## src/owtr_pkg.sv

```systemverilog
package owtr_pkg;

  localparam int OWTR_SCRATCH_BYTES = 8;

  localparam int US_W   = 10;
  localparam int MS_W   = 12;
  localparam int BIT_W  = 3;
  localparam int BYTE_W = 4;
  localparam int TEMP_W = 7;

  localparam logic [7:0] CRC_POLY    = 8'h8C;
  localparam logic [7:0] CMD_SKIP    = 8'hCC;
  localparam logic [7:0] CMD_CONVERT = 8'h44;
  localparam logic [7:0] CMD_READ    = 8'hBE;

  localparam logic [US_W-1:0] IDLE_US       = 10'd80;
  localparam logic [US_W-1:0] RESET_LOW_US  = 10'd640;
  localparam logic [US_W-1:0] PRESENCE_US   = 10'd80;
  localparam logic [US_W-1:0] RECOVERY_US   = 10'd410;
  localparam logic [US_W-1:0] US_PER_MS     = 10'd1000;
  localparam logic [US_W-1:0] SLOT_W_US     = 10'd95;
  localparam logic [US_W-1:0] W_ONE_LOW_US  = 10'd5;
  localparam logic [US_W-1:0] W_ZERO_LOW_US = 10'd90;
  localparam logic [US_W-1:0] SLOT_R_US     = 10'd90;
  localparam logic [US_W-1:0] R_LOW_US      = 10'd2;
  localparam logic [US_W-1:0] R_SAMPLE_US   = 10'd10;

  localparam logic [MS_W-1:0] CONVERT_WAIT_RESET = 12'd1000;

  typedef struct packed {
    logic              crc_fail;
    logic              presence_fail;
    logic [TEMP_W-1:0] temperature;
    logic              temp_valid;
    logic              drive_low;
  } owtr_result_t;

endpackage

```

## src/owtr_core.sv

```systemverilog
module owtr_core
  import owtr_pkg::*;
#(
  parameter int SCRATCH_BYTES = OWTR_SCRATCH_BYTES
) (
  input  logic              clk,
  input  logic              rst_n,
  input  logic              step_en,
  input  logic              us_strobe,
  input  logic              line_level,
  input  logic              cfg_wr_en,
  input  logic [MS_W-1:0]   cfg_wr_data,
  output owtr_result_t      result
);

  typedef enum logic [3:0] {
    PH_IDLE_A  = 4'd0,
    PH_LOW_A   = 4'd1,
    PH_PRES_A  = 4'd2,
    PH_RECOV_A = 4'd3,
    PH_SEND_A  = 4'd4,
    PH_CONV    = 4'd5,
    PH_IDLE_B  = 4'd6,
    PH_LOW_B   = 4'd7,
    PH_PRES_B  = 4'd8,
    PH_RECOV_B = 4'd9,
    PH_SEND_B  = 4'd10,
    PH_READ    = 4'd11
  } phase_t;

  phase_t              phase_r, phase_nxt;
  logic [US_W-1:0]     us_count_r, us_count_nxt;
  logic [MS_W-1:0]     ms_count_r, ms_count_nxt;
  logic [US_W-1:0]     us_in_ms_r, us_in_ms_nxt;
  logic [BIT_W-1:0]    bit_index_r, bit_index_nxt;
  logic [BYTE_W-1:0]   byte_index_r, byte_index_nxt;
  logic [7:0]          shift_byte_r, shift_byte_nxt;
  logic [7:0]          crc_acc_r, crc_acc_nxt;
  logic [15:0]         raw_r, raw_nxt;
  logic [TEMP_W-1:0]   temp_r, temp_nxt;
  logic [MS_W-1:0]     wait_ms_r;

  logic [US_W-1:0]     us_inc;
  logic [US_W-1:0]     us_in_ms_inc;
  logic [MS_W-1:0]     ms_inc;
  logic [US_W-1:0]     low_len;
  logic                in_scratch;
  logic                valid, pfail, cfail, drive;

  assign us_inc       = us_count_r + 1'b1;
  assign us_in_ms_inc = us_in_ms_r + 1'b1;
  assign ms_inc       = ms_count_r + 1'b1;
  assign in_scratch   = byte_index_r < BYTE_W'(SCRATCH_BYTES);

  always_comb begin
    phase_nxt      = phase_r;
    us_count_nxt   = us_count_r;
    ms_count_nxt   = ms_count_r;
    us_in_ms_nxt   = us_in_ms_r;
    bit_index_nxt  = bit_index_r;
    byte_index_nxt = byte_index_r;
    shift_byte_nxt = shift_byte_r;
    crc_acc_nxt    = crc_acc_r;
    raw_nxt        = raw_r;
    temp_nxt       = temp_r;
    valid          = 1'b0;
    pfail          = 1'b0;
    cfail          = 1'b0;

    unique case (phase_r)
      PH_IDLE_A, PH_IDLE_B: begin
        if (line_level) begin
          phase_nxt    = phase_t'(phase_r + 4'd1);
          us_count_nxt = '0;
        end else if (us_strobe) begin
          if (us_inc >= IDLE_US) begin
            pfail        = 1'b1;
            phase_nxt    = PH_IDLE_A;
            us_count_nxt = '0;
          end else begin
            us_count_nxt = us_inc;
          end
        end
      end
      PH_LOW_A, PH_LOW_B: begin
        if (us_strobe) begin
          if (us_inc >= RESET_LOW_US) begin
            phase_nxt    = phase_t'(phase_r + 4'd1);
            us_count_nxt = '0;
          end else begin
            us_count_nxt = us_inc;
          end
        end
      end
      PH_PRES_A, PH_PRES_B: begin
        if (us_strobe) begin
          us_count_nxt = us_inc;
          if (us_inc >= PRESENCE_US) begin
            us_count_nxt = '0;
            if (!line_level) begin
              phase_nxt = phase_t'(phase_r + 4'd1);
            end else begin
              pfail     = 1'b1;
              phase_nxt = PH_IDLE_A;
            end
          end
        end
      end
      PH_RECOV_A, PH_RECOV_B: begin
        if (us_strobe) begin
          us_count_nxt = us_inc;
          if (us_inc >= RECOVERY_US) begin
            phase_nxt      = phase_t'(phase_r + 4'd1);
            us_count_nxt   = '0;
            shift_byte_nxt = CMD_SKIP;
            bit_index_nxt  = '0;
            byte_index_nxt = '0;
          end
        end
      end
      PH_SEND_A, PH_SEND_B: begin
        if (us_strobe) begin
          us_count_nxt = us_inc;
          if (us_inc >= SLOT_W_US) begin
            us_count_nxt   = '0;
            shift_byte_nxt = {1'b0, shift_byte_r[7:1]};
            bit_index_nxt  = bit_index_r + 1'b1;
            if (bit_index_r == '1) begin
              if (byte_index_r == '0) begin
                byte_index_nxt = BYTE_W'(1);
                shift_byte_nxt = (phase_r == PH_SEND_A) ? CMD_CONVERT : CMD_READ;
              end else if (phase_r == PH_SEND_A) begin
                phase_nxt    = PH_CONV;
                ms_count_nxt = '0;
                us_in_ms_nxt = '0;
              end else begin
                phase_nxt      = PH_READ;
                byte_index_nxt = '0;
                shift_byte_nxt = '0;
                crc_acc_nxt    = '0;
              end
            end
          end
        end
      end
      PH_CONV: begin
        if (us_strobe) begin
          us_in_ms_nxt = us_in_ms_inc;
          if (us_in_ms_inc >= US_PER_MS) begin
            us_in_ms_nxt = '0;
            ms_count_nxt = ms_inc;
            if (ms_inc >= wait_ms_r) begin
              phase_nxt    = PH_IDLE_B;
              us_count_nxt = '0;
            end
          end
        end
      end
      PH_READ: begin
        if (us_strobe) begin
          us_count_nxt = us_inc;
          if (us_inc == R_SAMPLE_US) begin
            shift_byte_nxt = {line_level, shift_byte_r[7:1]};
            if (in_scratch) begin
              crc_acc_nxt = {1'b0, crc_acc_r[7:1]}
                          ^ ((crc_acc_r[0] ^ line_level) ? CRC_POLY : 8'h00);
            end
          end
          if (us_inc >= SLOT_R_US) begin
            us_count_nxt  = '0;
            bit_index_nxt = bit_index_r + 1'b1;
            if (bit_index_r == '1) begin
              if (in_scratch) begin
                if (byte_index_r == BYTE_W'(0)) begin
                  raw_nxt[7:0] = shift_byte_nxt;
                end else if (byte_index_r == BYTE_W'(1)) begin
                  raw_nxt[15:8] = shift_byte_nxt;
                end
                byte_index_nxt = byte_index_r + 1'b1;
              end else begin
                if (shift_byte_nxt == crc_acc_nxt) begin
                  temp_nxt = raw_r[4 +: TEMP_W];
                  valid    = 1'b1;
                end else begin
                  cfail = 1'b1;
                end
                phase_nxt    = PH_IDLE_A;
                us_count_nxt = '0;
              end
            end
          end
        end
      end
      default: begin
        phase_nxt    = PH_IDLE_A;
        us_count_nxt = '0;
      end
    endcase
  end

  always_comb begin
    low_len = shift_byte_nxt[0] ? W_ONE_LOW_US : W_ZERO_LOW_US;
    case (phase_nxt)
      PH_LOW_A, PH_LOW_B:   drive = 1'b1;
      PH_SEND_A, PH_SEND_B: drive = us_count_nxt < low_len;
      PH_READ:              drive = us_count_nxt < R_LOW_US;
      default:              drive = 1'b0;
    endcase
  end

  always_comb begin
    result.drive_low     = drive;
    result.temp_valid    = valid;
    result.temperature   = temp_nxt;
    result.presence_fail = pfail;
    result.crc_fail      = cfail;
  end

  always_ff @(posedge clk) begin
    if (!rst_n) begin
      phase_r      <= PH_IDLE_A;
      us_count_r   <= '0;
      ms_count_r   <= '0;
      us_in_ms_r   <= '0;
      bit_index_r  <= '0;
      byte_index_r <= '0;
      shift_byte_r <= '0;
      crc_acc_r    <= '0;
      raw_r        <= '0;
      temp_r       <= '0;
      wait_ms_r    <= CONVERT_WAIT_RESET;
    end else begin
      if (cfg_wr_en) begin
        wait_ms_r <= cfg_wr_data;
      end
      if (step_en) begin
        phase_r      <= phase_nxt;
        us_count_r   <= us_count_nxt;
        ms_count_r   <= ms_count_nxt;
        us_in_ms_r   <= us_in_ms_nxt;
        bit_index_r  <= bit_index_nxt;
        byte_index_r <= byte_index_nxt;
        shift_byte_r <= shift_byte_nxt;
        crc_acc_r    <= crc_acc_nxt;
        raw_r        <= raw_nxt;
        temp_r       <= temp_nxt;
      end
    end
  end

  a_no_step_holds: assert property (@(posedge clk) disable iff (!rst_n)
    !step_en |=> $stable(phase_r) && $stable(us_count_r) && $stable(temp_r))
    else $error("sensor state changed without an input transfer");

  a_pulses_exclusive: assert property (@(posedge clk) disable iff (!rst_n)
    $onehot0({valid, cfail, pfail}))
    else $error("more than one status pulse in one step");

  a_byte_bound: assert property (@(posedge clk) disable iff (!rst_n)
    byte_index_r <= BYTE_W'(SCRATCH_BYTES))
    else $error("byte index ran past the check byte");

  a_temp_only_on_valid: assert property (@(posedge clk) disable iff (!rst_n)
    step_en && !valid |=> $stable(temp_r))
    else $error("temperature changed without a good reading");

  a_result_restarts: assert property (@(posedge clk) disable iff (!rst_n)
    step_en && (valid || cfail) |=> phase_r == PH_IDLE_A)
    else $error("cycle did not restart after the scratchpad read");

endmodule

```

## src/onewire_temp_sensor_reader.sv

```systemverilog
// The result of an input transfer is presented on the output in the cycle after it is taken.
// One input transfer per cycle while the output drains, set by the single-step sensor state update.
// A result waiting in the output register does not stop the next input transfer when it is taken.
// Reset (synchronous, active low) clears the output valid flag and returns the sequencer to the
// idle-line wait before the first bus reset, with the conversion wait set to 1000 ms.
module onewire_temp_sensor_reader
  import owtr_pkg::*;
#(
  parameter int SCRATCH_BYTES = OWTR_SCRATCH_BYTES
) (
  input  logic             clk,
  input  logic             rst_n,
  input  logic             in_tvalid,
  output logic             in_tready,
  input  logic [7:0]       in_tdata,    // us_strobe, line_level
  output logic             out_tvalid,
  input  logic             out_tready,
  output logic [15:0]      out_tdata,   // drive_low, temp_valid, temperature, presence_fail, crc_fail
  input  logic             cfg_wr_en,
  input  logic [MS_W-1:0]  cfg_wr_data
);

  owtr_result_t result;
  logic         accept;
  logic         out_tvalid_r, out_tvalid_nxt;
  logic [15:0]  out_tdata_r;

  assign in_tready = !out_tvalid_r || out_tready;
  assign accept    = in_tvalid && in_tready;

  owtr_core #(
    .SCRATCH_BYTES (SCRATCH_BYTES)
  ) u_core (
    .clk         (clk),
    .rst_n       (rst_n),
    .step_en     (accept),
    .us_strobe   (in_tdata[0]),
    .line_level  (in_tdata[1]),
    .cfg_wr_en   (cfg_wr_en),
    .cfg_wr_data (cfg_wr_data),
    .result      (result)
  );

  always_comb begin
    out_tvalid_nxt = out_tvalid_r;
    if (accept) begin
      out_tvalid_nxt = 1'b1;
    end else if (out_tready) begin
      out_tvalid_nxt = 1'b0;
    end
  end

  always_ff @(posedge clk) begin
    if (!rst_n) begin
      out_tvalid_r <= 1'b0;
    end else begin
      out_tvalid_r <= out_tvalid_nxt;
    end
  end

  always_ff @(posedge clk) begin
    if (accept) begin
      out_tdata_r <= {5'b0, result.crc_fail, result.presence_fail, result.temperature,
                      result.temp_valid, result.drive_low};
    end
  end

  assign out_tvalid = out_tvalid_r;
  assign out_tdata  = out_tdata_r;

endmodule

```

## config.mk

```make
export PLATFORM = sky130hd
export DESIGN_NAME = onewire_temp_sensor_reader
export DESIGN_NICKNAME = d
export VERILOG_FILES = /design/src/owtr_pkg.sv /design/src/owtr_core.sv /design/src/onewire_temp_sensor_reader.sv
export SDC_FILE = /design/constraint.sdc
export NUM_CORES = 1
export LEC_CHECK = 0
export BUFFER_PORTS_ARGS = -buffer_cell sky130_fd_sc_hd__clkbuf_2
export CELL_PAD_IN_SITES_DETAIL_PLACEMENT = 0
export CELL_PAD_IN_SITES_GLOBAL_PLACEMENT = 1
export CORE_MARGIN = 3
export CORE_UTILIZATION = 45
export DETAILED_ROUTE_END_ITERATION = 8
export MAX_ROUTING_LAYER = met4
export PLACE_DENSITY_LB_ADDON = 0.1
export SKIP_LAST_GASP = 1
export SLEW_MARGIN = 20
export SYNTH_ARGS = -nofsm -noshare
export SYNTH_HDL_FRONTEND = slang
export SYNTH_SLANG_ARGS = --single-unit
```

## constraint.sdc

```tcl
create_clock -name clk -period 12 [get_ports clk]
set_clock_uncertainty 0.15 [all_clocks]
set_input_delay 0 -clock clk [delete_from_list [all_inputs] [get_ports clk]]
set_output_delay 0 -clock clk [all_outputs]
set_load 0.01 [all_outputs]
```

[After elaboration in Yosys (flattened, before gate mapping)]
Cells that the tools add are included.
Storage, ports and cells
  register bits: 101
  bits of input ports: 25
Cells by class
  bitwise logic cells: 7
  add/sub/neg operators: 6
  order comparisons: 10
  equal/unequal tests: 35
  reductions and logical operators: 25
  mux-type cells: 117
Operators by type and width (count)
  two-way mux 10 bit: 21
  two-way mux 8 bit: 22
  two-way mux 4 bit: 33
  two-way mux 12 bit: 7
  case mux 10 bit (7 select lines): 1
  two-way mux 7 bit: 8
  AND reduction 8 bit: 4
  greater-or-equal comparator 10 x 7 -> 1 bit, second input constant: 3
  case mux 4 bit (7 select lines): 1
  == test 4 x 3 -> 1 bit, second input constant: 6
  == test 4 bit, second input constant: 6
  case mux 12 bit (2 select lines): 1
  case mux 8 bit (3 select lines): 1
  adder 10 x 1 -> 10 bit, second input constant: 2
  greater-or-equal comparator 10 bit, second input constant: 2
  case mux 10 bit (2 select lines): 1
  two-way mux 3 bit: 6
  inequality test 2 x 1 -> 1 bit, second input constant: 8
  case mux 8 bit (2 select lines): 1
  AND reduction 7 bit: 2
  OR reduction 2 bit: 7
  adder 12 x 1 -> 12 bit, second input constant: 1
  == test 4 x 1 -> 1 bit, second input constant: 3
  greater-or-equal comparator 12 bit: 1
  other kinds (29): 52

[Depth between registers and ports, before layout]
Gate-level depths: netlist of run 1.
  depth after elaboration: 14
  gate-level depth with buffers: 22

[Modules after synthesis]
A second synthesis of run 1 with hierarchy kept.
Unflattened totals
  cells, all modules: 861
  area, all modules: 6825.3 sq um
By module, submodules not included
  owtr_core: cells each 839, area an instance 6396.1 sq um, sequential area each 1701.6 sq um, instances 1
  onewire_temp_sensor_reader: cells each 22, area an instance 429.2 sq um, sequential area each 350.3 sq um, instances 1

[Worst setup path after synthesis of run 1]
Ideal clock, no wire load.
  kind: register -> register
  start: reg u_core.ms_count_r[0]
  end: reg out_tdata_r[0] (netlist: out_tdata[0]) (data pin)
  data arrival time: 4.224 ns
  cell stages (with the launch flop): 23
  data required time: 11.705 ns
  setup slack: 7.481 ns
  clock period less this slack: 4.519 ns
  path through: dfxtp_1 > and3_1 > and3_1 > clkbuf_1 > nand3_1 > xnor2_1 > ha_1 > o21ai_0 > o21ai_0 > o211ai_1 > o311ai_1 > a31oi_1 > or3_1 > buf_2 > nor4_1 > o31ai_1 > ha_1 > and4_1 > a21oi_1 > nand3_1 > a211oi_1 > a31oi_1 > o21ai_1
RTL lines
  start: declaration: RTL line owtr_core.sv:33  | logic [MS_W-1:0] ms_count_r, ms_count_nxt;
  start signal: assignment: RTL line owtr_core.sv:239  | ms_count_r <= ms_count_nxt;
  end signal: assignment: RTL line onewire_temp_sensor_reader.sv:63  | out_tdata_r <= {5'b0, result.crc_fail, result.presence_fail, result.temperature,
  end: declaration: RTL line onewire_temp_sensor_reader.sv:26  | logic [15:0] out_tdata_r;

==> key figures, run 1 <==
STA
  • Final Hold Viols: 0
  • Max-slew headroom: 34.7%
  • Max Transition Viols Final: 0
  • Hold_ws: 21.7 ps
  • Fmax achieved: 168 MHz
  • RSZ-0062 raised after global routing: false
  • Worst setup margin: 6030 ps
  • Final setup violation count: 0
  • Tightest Pin Transition: 978 ps
  • Setup tns final: 0 ps
  • Crit share post-route: 49.7%
  • Min cycle time layout: 5970 ps

Pwr
  • Leakage: 2.84 nW
  • Register share of total power: 47.2%
  • Total Power: 0.733 mW
  • Max IR drop VDD: 0.0885 mV
  • Logic pwr share: 14.2%
  • P_sw: 0.215 mW
  • Internal Power: 0.518 mW
  • Clock share of power: 38.7%
  • Sw frac: 29.4%
  • Power per Cell Area: 95.3 mW/mm2

Routing
  • WL/cell: 17.1 um
  • Iteration-0 DRC Markers: 624
  • Via density per instance: 6.02
  • Met1 WL: 9.16 mm
  • # DRC: 0
  • Antenna-violating nets left: 0
  • DR WL met2: 9.14 mm
  • First-pass DRT Iterations: 5
  • Drt total wl: 19.6 mm
  • Vias: 6873
  • DR top layer: met4
  • Met3 routed WL: 966 um

Worst hold path
  • Hold path start: cfg_wr_en
  • Worst hold stages: 3
  • End of the worst hold path: u_core.wait_ms_r[8]
  • Worst hold path class: in -> reg

Setup path
  • Worst path cell trace: ha_1 > nand3_2 > or3_4 > a2111oi_2 > o32ai_1 > a31o_1 > o31ai_1 > nor3b_1 > a221o_1 > ha_1 > and4_1 > a21oi_1 > nand3_1 > a211oi_1 > a31oi_1 > o21ai_1
  • Worst Path Required: 12020 ps
  • Max FO, Critical Path: 22
  • R2R Path Start: u_core.us_count_r[0]
  • Startpoint Class: register
  • Max incr delay on CP: 790 ps
  • Reg2reg setup slack: 6030 ps
  • Crit path top cell by count: ha_1
  • CP max stage cell: ha_1
  • Worst-case reg-to-reg path depth: 16
  • Worst r2r dst: out_tdata[0]
  • CP Capture Type: register
  • Arrival time worst endpoint: 5990 ps
  • Setup CP Type: reg -> reg

Synthesis
  • Post-Syn Instances: 927
  • #FFs+latches synth: 97
  • Proportion of synthesized area in mux cells: 3.12%
  • Top cells by area, synth: dfxtp_1, nand2_1, ha_1
  • Mean Syn Cell Area: 7.65 um2
  • Most used DFF post-synth: dfxtp_1
  • Synth Area in Adders: 5.64%
  • Sequential element share of the synthesized area: 28.9%
  • Compound-Gate Fraction of Synth Area: 25.2%
  • Post-synth top area cell: dfxtp_1
  • Largest family of logic cells by synthesized area: simple AND/OR/NAND/NOR gates
  • Synth cell types: 89
  • Synth top area share: 24.3%
  • Mapped Area: 0.00710 mm2
  • Post-synthesis async set-or-reset flop share: 0%
  • Post-synthesis xor/xnor area fraction: 4.87%
  • YS warnings: 0
  • Simple-gate share of the synthesized area: 26.4%
  • Number of synthesized flops with an enable pin: 11

Place
  • Placed instance count: 1111
  • Gp weighted congestion: 0.969
  • Port bufs: 31
  • DP Wirelength: 14.1 mm
  • Place WS: 6140 ps

CTS
  • CTS tree: built
  • Postcts setup bufs: 0
  • Reg clk slew, reported paths: 70 ps
  • Htree depth: 3
  • CTS Hold Bufs: 15
  • Cell at the root of the clock tree: clkbuf_16
  • Clock insertion delay at the later pin of the skew report: 350 ps
  • CTS Sinks: 97
  • Clock Path Buffers: 2
  • CTS buffer count: 9
  • CTS resizes: 0

Finish
  • Non-Filler Instances: 1142
  • Register area: 0.00205 mm2
  • Multi-input logic area: 0.00465 mm2
  • Commonest non-fill, non-tap cell in the layout: nand2_1
  • Fraction of layout cells with a size suffix above 1: 8.27%
  • P&R area growth vs syn: 8.45%
  • Commonest cells after routing, fill and taps aside: nand2_1, nor2_1, dfxtp_1, a21oi_1, o21ai_0
  • Nets: 983
  • Filler cells: 1532
  • Final antenna diode count: 0

Global route
  • First-pass GRT wire length: 32.3 mm
  • Overall Global Routing Usage: 22.7%
  • Largest net degree at the start of global routing: 64
  • Vias in the first global route: 6405
  • GRT overflow: 0
  • Initial antenna violation count: 0

Run
  • Max-Cap Viols: 0

Floorplanning
  • Core Area: 0.0153 mm2
  • Cell Rows: 45
  • Initial Util: 46.3%
  • Die Y: 132 um
  • DIE AREA: 0.0173 mm2
  • I/O pin count: 43
  • Die Span X: 132 um

Run status
  • Status: finished, final reports clean
## how the worst max path moves through the flow
| stage | slack [ps] | to | startpoint | depth (start not counted) |
|---|---|---|---|---|
| finish | 6030 | out_tdata[0] | u_core.us_count_r[0] | 16 |
| global route | 5780 | out_tdata[0] | u_core.us_count_r[0] | 16 |
| CTS | 6140 | out_tdata[0] | u_core.us_count_r[0] | 16 |
| detailed placement | 6140 | out_tdata[0] | u_core.us_count_r[0] | 16 |
| global placement | 6280 | out_tdata[0] | u_core.us_count_r[0] | 16 |
| floorplan | 7480 | out_tdata[0] | u_core.ms_count_r[0] | 22 |
## layer usage
layer	up-vias	track usage, %
li1	3391	-
met1	3277	30.5
met2	180	35.8
met3	25	3.22
met4	0	6.77
met5	-	-
## kinds of logic (layout without fill, tap and decap cells)
kind of cell               Yosys count  in the layout
xor gates and xnor gates            36             36
buffers and inverters               97             97
adders and majority gates           32             32
other                                1              5
muxes                               22             22
AOI/OAI and AO/OA                  262            262
DFF                                 97             97
and+or+nand+nor                    380            380
## sequential cells by signal, indices dropped and copies added, names as in the netlist
| name | flops |
|---|---|
| u_core.us_in_ms_r | 10 |
| u_core.shift_byte_r | 8 |
| u_core.ms_count_r | 12 |
| u_core.wait_ms_r | 12 |
| out_tdata | 11 |
| u_core.byte_index_r | 4 |
| u_core.crc_acc_r | 8 |
| u_core.us_count_r | 10 |
| u_core.temp_r | 7 |
| u_core.raw_r | 7 |
| u_core.bit_index_r | 3 |
| u_core.phase_r | 4 |
| out_tvalid | 1 |
## cells in the mapped netlist (19+ instances only)
library cell / count
a211oi_1: 20
o21ai_0: 44
nor3_1: 31
mux2i_1: 21
nor2_1: 95
xor2_1: 19
nand3_1: 25
a21oi_1: 63
nand2_1: 120
inv_1: 31
buf_2: 21
clkbuf_1: 34
dfxtp_1: 86
ha_1: 32
## power by group through the flow
stage | Clock [mW] | Combinational (mW) | Sequential, mW
final | 0.284 | 0.104 | 0.346
after global routing | 0.304 | 0.113 | 0.347
after CTS | 0.291 | 0.102 | 0.346
after detailed placement | 0 | 0.0979 | 0.354
after global placement | 0 | 0.0962 | 0.353
after floorplan | 0 | 0.0766 | 0.348
## stage by stage
| step | util [%] | cell area, um2 |
|---|---|---|
| after floorplan | - | 7110 |
| after global placement | 47.4 | 7260 |
| after detailed placement | 47.4 | 7260 |
| after CTS | 50.2 | 7690 |
| after global routing | 50.2 | 7690 |
| final | 50.2 | 7690 |
## critical path, delay by kind of cell, from the launching register on
family	cells	cell delay, ps
simple gates	5	1190
flops	1	760
compound gates	9	2570
fa+ha+maj	2	1090
## area by class of cell
cell class	count	area share, %
inverter	33	1.63
sequential	97	26.7
multi-input combinational	737	60.4
clock inverter	7	0.813
tap	211	3.43
clock buffer	9	2.93
timing repair buffer	48	4.16
Power figures use the tool's default switching activity.
==> inputs of run 2 (changes only) <==
==> constraint.sdc (replaced) <==
create_clock -name clk -period 5.58 [get_ports clk]
set_clock_uncertainty 0.15 [all_clocks]
set_input_delay 0 -clock clk [delete_from_list [all_inputs] [get_ports clk]]
set_output_delay 0 -clock clk [all_outputs]
set_load 0.01 [all_outputs]
==> run 2 against run 1 <==
Net effect:
- non-clock buffer count increased by 21
- count of clock-buffer cells in the layout did not move
- fmax up 16%
==> key figures, run 2 (synthesis gave the netlist of run 1 again) <==
Run status
  • Status: finished, final reports clean

Finish
  • Nets: 1004
  • Register area: 0.00205 mm2
  • Final cell utilization of the core: 51.4%
  • Final antenna diode count: 0
  • Commonest non-fill, non-tap cell in the layout: nand2_1
  • Multi-input logic area: 0.00465 mm2
  • Filler cells: 1515
  • Commonest cells after routing, fill and taps aside: nand2_1, nor2_1, dfxtp_1, a21oi_1, o21ai_0
  • Fraction of layout cells with a size suffix above 1: 10.3%
  • P&R area growth vs syn: 11.0%

STA
  • Fmax achieved: 194 MHz
  • Min cycle time layout: 5150 ps
  • Max Transition Viols Final: 0
  • Worst setup margin: 426 ps
  • Setup tns final: 0 ps
  • Final Hold Viols: 0
  • Crit share post-route: 92.4%
  • RSZ-0062 raised after global routing: false
  • Max-slew headroom: 37.1%
  • Tightest Pin Transition: 942 ps
  • Final setup violation count: 0

Setup path
  • Arrival time worst endpoint: 5200 ps
  • CP Capture Type: register
  • CP max stage cell: or3_1
  • Worst path cell trace: ha_1 > and3_1 > nand3_1 > nor2_1 > xor2_1 > ha_1 > nand2_1 > o311ai_1 > a31oi_1 > or3_1 > nor4_2 > o31ai_1 > ha_1 > and4_1 > a21oi_1 > nand3_1 > a211oi_1 > a31oi_1 > o21ai_1
  • Startpoint Class: register
  • Family with the most delay on the worst path: simple AND/OR/NAND/NOR gates
  • Setup CP Type: reg -> reg
  • Worst Path Required: 5630 ps
  • Max FO, Critical Path: 6
  • Max incr delay on CP: 550 ps
  • Crit path top cell by count: ha_1
  • WP buf/inv: 0

Global route
  • First-pass GRT wire length: 33.1 mm
  • Largest net degree at the start of global routing: 64
  • Initial antenna violation count: 0
  • Vias in the first global route: 6546
  • GRT overflow: 0
  • Overall Global Routing Usage: 23.4%

Pwr
  • Power per Cell Area: 203 mW/mm2
  • Total Power: 1.60 mW
  • Leakage: 2.94 nW
  • Max IR drop VDD: 0.136 mV

Place
  • Port bufs: 31
  • Gp weighted congestion: 0.897
  • Place WS: 396 ps
  • DP Wirelength: 14.6 mm

CTS
  • CTS buffer count: 9
  • CTS Sinks: 97
  • Clock Path Buffers: 2
  • Reg clk slew, reported paths: 70 ps
  • Htree depth: 3
  • CTS tree: built
  • Cell at the root of the clock tree: clkbuf_16
  • Clock insertion delay at the later pin of the skew report: 350 ps
  • Postcts setup bufs: 0

Floorplanning
  • Die Span X: 132 um
  • I/O pin count: 43
  • Core Area: 0.0153 mm2
  • Die Y: 132 um
  • Initial Util: 46.3%
  • DIE AREA: 0.0173 mm2
  • Cell Rows: 45

Routing
  • Drt total wl: 20.2 mm
  • Vias: 7020
  • Via density per instance: 6.04
  • Iteration-0 DRC Markers: 622
  • First-pass DRT Iterations: 6
  • # DRC: 0
  • WL/cell: 17.3 um
  • Antenna-violating nets left: 0

Run
  • Max-Cap Viols: 0

Worst hold path
  • Worst hold path class: in -> reg
==> run 2: final timing paths <==
check | from | endpoint | slack (ps) | depth (start not counted)
hold / removal | cfg_wr_en | u_core.wait_ms_r[6] | 10 | 3
setup reg to reg | u_core.ms_count_r[0] | out_tdata[0] | 430 | 19
setup / recovery | u_core.ms_count_r[0] | out_tdata[0] | 430 | 19
hold reg to reg | u_core.temp_r[3] | u_core.temp_r[3] | 310 | 2
==> run 2: power by group <==
group	switching, mW	total, mW	internal [mW]
Clock	0.302	0.618	0.316
Combinational	0.153	0.243	0.0907
Sequential	0.0159	0.737	0.721
Total	0.471	1.60	1.13
==> run 2: layer usage <==
metal | routed length, um | share of wire [%] | track usage [%]
met1 | 9290 | 46 | 31.1
met2 | 9260 | 46 | 35.7
met3 | 1090 | 5.4 | 3.83
met4 | 520 | 2.6 | 9.04
met5 | 0 | 0 | -
==> run 2: worst reg2reg max path: cells and delay by family, from the launching register on <==
family,cells,cell delay (ps)
xor+xnor,1,240
compound gates,7,1390
fa+ha+maj,3,790
simple gates,8,2040
flops,1,390
==> run 2: repair_timing <==
action / in CTS / in global routing
resized for setup: 0 / 1
endpoints found under the hold margin: 13 / 0
hold buffers: 17 / 0
endpoints found under the setup margin: 0 / 1
==> run 2: metrics by stage <==
step	std cells	cell area [um2]	hold slack [ps]
2_1_floorplan	931	7110	-23.8
3_3_place_gp	1130	7400	65.2
3_5_place_dp	1130	7400	75.9
4_1_cts	1163	7870	2.05
5_1_grt	1163	7870	67.6
6_report	1163	7870	13.8
==> run 2: layout make-up <==
class | count | share of cell area (%)
Sequential cell | 97 | 26.1
Multi-Input combinational cell | 737 | 59.1
Timing Repair Buffer | 69 | 6.13
Inverter | 33 | 1.59
Clock buffer | 9 | 2.86
Clock inverter | 7 | 0.922
Tap cell | 211 | 3.35
==> inputs of run 3 (changes only) <==
--- a/config.mk
+++ b/config.mk
@@ -8,11 +8,12 @@
 export BUFFER_PORTS_ARGS = -buffer_cell sky130_fd_sc_hd__clkbuf_2
 export CELL_PAD_IN_SITES_DETAIL_PLACEMENT = 0
 export CELL_PAD_IN_SITES_GLOBAL_PLACEMENT = 1
+export CORE_ASPECT_RATIO = 1.75
 export CORE_MARGIN = 3
 export CORE_UTILIZATION = 45
 export DETAILED_ROUTE_END_ITERATION = 8
 export MAX_ROUTING_LAYER = met4
-export PLACE_DENSITY_LB_ADDON = 0.1
+export PLACE_DENSITY = 0.86
 export SKIP_LAST_GASP = 1
 export SLEW_MARGIN = 20
 export SYNTH_ARGS = -nofsm -noshare
==> run 3 against run 2 <==
Net effect:
- non-clock buffer count down 7
- design area down 0.97%
- critical path type unchanged
- first-iteration DRC count down 44%
- total power up 3.0%
==> key figures, run 3 (synthesis gave the netlist of run 1 again) <==
Setup path
  • CP Capture Type: register
  • Crit path top cell by count: ha_1
  • Setup CP Type: reg -> reg
  • Max FO, Critical Path: 6
  • CP max stage cell: or3_1
  • Worst Path Required: 5630 ps
  • Family with the most delay on the worst path: compound AO/OA/AOI/OAI gates
  • Worst path cell trace: ha_1 > and3_1 > nand3_1 > nor2_1 > xor2_1 > ha_1 > nand2_1 > o311ai_1 > a31oi_1 > or3_1 > nor4_1 > o31ai_1 > ha_1 > a21o_1 > a21oi_1 > o41ai_1 > a211oi_1 > a31oi_1 > o21ai_1
  • Startpoint Class: register
  • Max incr delay on CP: 520 ps
  • Arrival time worst endpoint: 5160 ps
  • WP buf/inv: 0

Pwr
  • Register share of total power: 44.6%
  • Clock share of power: 41.0%
  • Internal Power: 1.17 mW
  • Sw frac: 28.9%
  • Logic pwr share: 14.4%
  • P_sw: 0.476 mW
  • Power per Cell Area: 211 mW/mm2
  • Leakage: 2.93 nW
  • Max IR drop VDD: 0.163 mV

STA
  • Final setup violation count: 0
  • Final Hold Viols: 0
  • RSZ-0062 raised after global routing: false
  • Max Transition Viols Final: 0
  • Fmax achieved: 196 MHz
  • Min cycle time layout: 5100 ps
  • Crit share post-route: 91.4%
  • Setup tns final: 0 ps
  • Max-slew headroom: 41.1%
  • Tightest Pin Transition: 883 ps
  • Worst setup margin: 479 ps
  • Hold_ws: 26.7 ps

Finish
  • Fraction of layout cells with a size suffix above 1: 9.84%
  • Nets: 997
  • Commonest cells after routing, fill and taps aside: nand2_1, nor2_1, dfxtp_1, a21oi_1, o21ai_0
  • P&R area growth vs syn: 9.89%
  • Commonest non-fill, non-tap cell in the layout: nand2_1
  • Filler cells: 1518
  • Final antenna diode count: 0

Floorplanning
  • I/O pin count: 43
  • Die Y: 172 um
  • DIE AREA: 0.0174 mm2
  • Initial Util: 46.1%
  • Cell Rows: 60
  • Die Span X: 101 um
  • Core Area: 0.0154 mm2

CTS
  • Clock Path Buffers: 2
  • CTS tree: built
  • Cell at the root of the clock tree: clkbuf_16
  • CTS resizes: 0
  • Clock insertion delay at the later pin of the skew report: 350 ps
  • CTS Sinks: 97
  • Reg clk slew, reported paths: 80 ps
  • Htree depth: 3
  • CTS buffer count: 9

Worst hold path
  • Worst hold path class: in -> reg

Place
  • DP Wirelength: 14.7 mm
  • Port bufs: 31
  • Place WS: 453 ps
  • Gp weighted congestion: 0.957

Routing
  • Vias: 6949
  • # DRC: 0
  • WL/cell: 17.9 um
  • Drt total wl: 20.3 mm
  • Antenna-violating nets left: 0
  • Via density per instance: 6.14
  • First-pass DRT Iterations: 5
  • Iteration-0 DRC Markers: 349

Global route
  • First-pass GRT wire length: 32.6 mm
  • Initial antenna violation count: 0
  • Overall Global Routing Usage: 23.9%
  • GRT overflow: 0
  • Vias in the first global route: 6527
  • Largest net degree at the start of global routing: 64

Run
  • Max-Cap Viols: 0

Run status
  • Status: finished, final reports clean
==> run 3: cell count changes in the layout (fill, tap and decap cells not counted), sizes merged <==
cell         before  now
buf              21   17
bufinv            0    1
clkinv            5    4
dlygate4sd3      17   14
==> run 3: worst register-to-register path, cell delays in order (launching register included) <==
cell,delay (ps)
dfxtp_1,400
ha_1,240
and3_1,250
nand3_1,200
nor2_1,170
xor2_1,100
ha_1,310
nand2_1,60
o311ai_1,430
a31oi_1,210
or3_1,520
nor4_1,490
o31ai_1,190
ha_1,340
a21o_1,160
a21oi_1,150
o41ai_1,110
a211oi_1,270
a31oi_1,70
o21ai_1,140
==> run 3: layout make-up <==
type                       count  area, um2  share of cell area (%)
inverter                      33        125                    1.60
tap                          186        233                    2.98
clock inverter                 7       93.8                    1.20
clock buffer                   9        225                    2.89
timing repair buffer          62        423                    5.42
multi-input combinational    737       4650                    59.6
sequential                    97       2050                    26.3
==> run 3: per-layer routing <==
metal,track usage [%],wire [um],vias to the layer above
met4,12.8,934,0
li1,-,-,3408
met3,2.79,845,75
met5,-,0,-
met1,25.9,7940,3251
met2,42.1,10600,215
==> run 3: metrics by stage <==
step           util, %  std cells  total power [mW]  area, um2
6_report          50.7       1131              1.65       7800
5_1_grt           50.7       1131              1.71       7800
4_1_cts           50.7       1131              1.65       7800
3_5_place_dp      47.7       1101             0.976       7340
3_3_place_gp      47.7       1101             0.975       7340
2_1_floorplan        -        931             0.913       7110
==> run 3: final timing paths <==
path | cells after the start | slack, ps | startpoint | to
min reg2reg | 2 | 310 | u_core.temp_r[0] | u_core.temp_r[0]
min | 2 | 30 | rst_n | u_core.wait_ms_r[8]
max | 19 | 480 | u_core.ms_count_r[0] | out_tdata[0]
max reg2reg | 19 | 480 | u_core.ms_count_r[0] | out_tdata[0]
==> run 3: power by group through the flow <==
stage	clock, mW	sequential [mW]	combinational [mW]
4_1_cts	0.685	0.734	0.234
3_5_place_dp	0	0.750	0.226
3_3_place_gp	0	0.750	0.225
2_1_floorplan	0	0.748	0.165
5_1_grt	0.710	0.736	0.262
6_report	0.674	0.734	0.237
==> run 3: timing repair <==
item | in CTS | in global routing
hold buffers | 14 | 0
buffers inserted | 0 | 0
hold endpoints to repair | 13 | 0
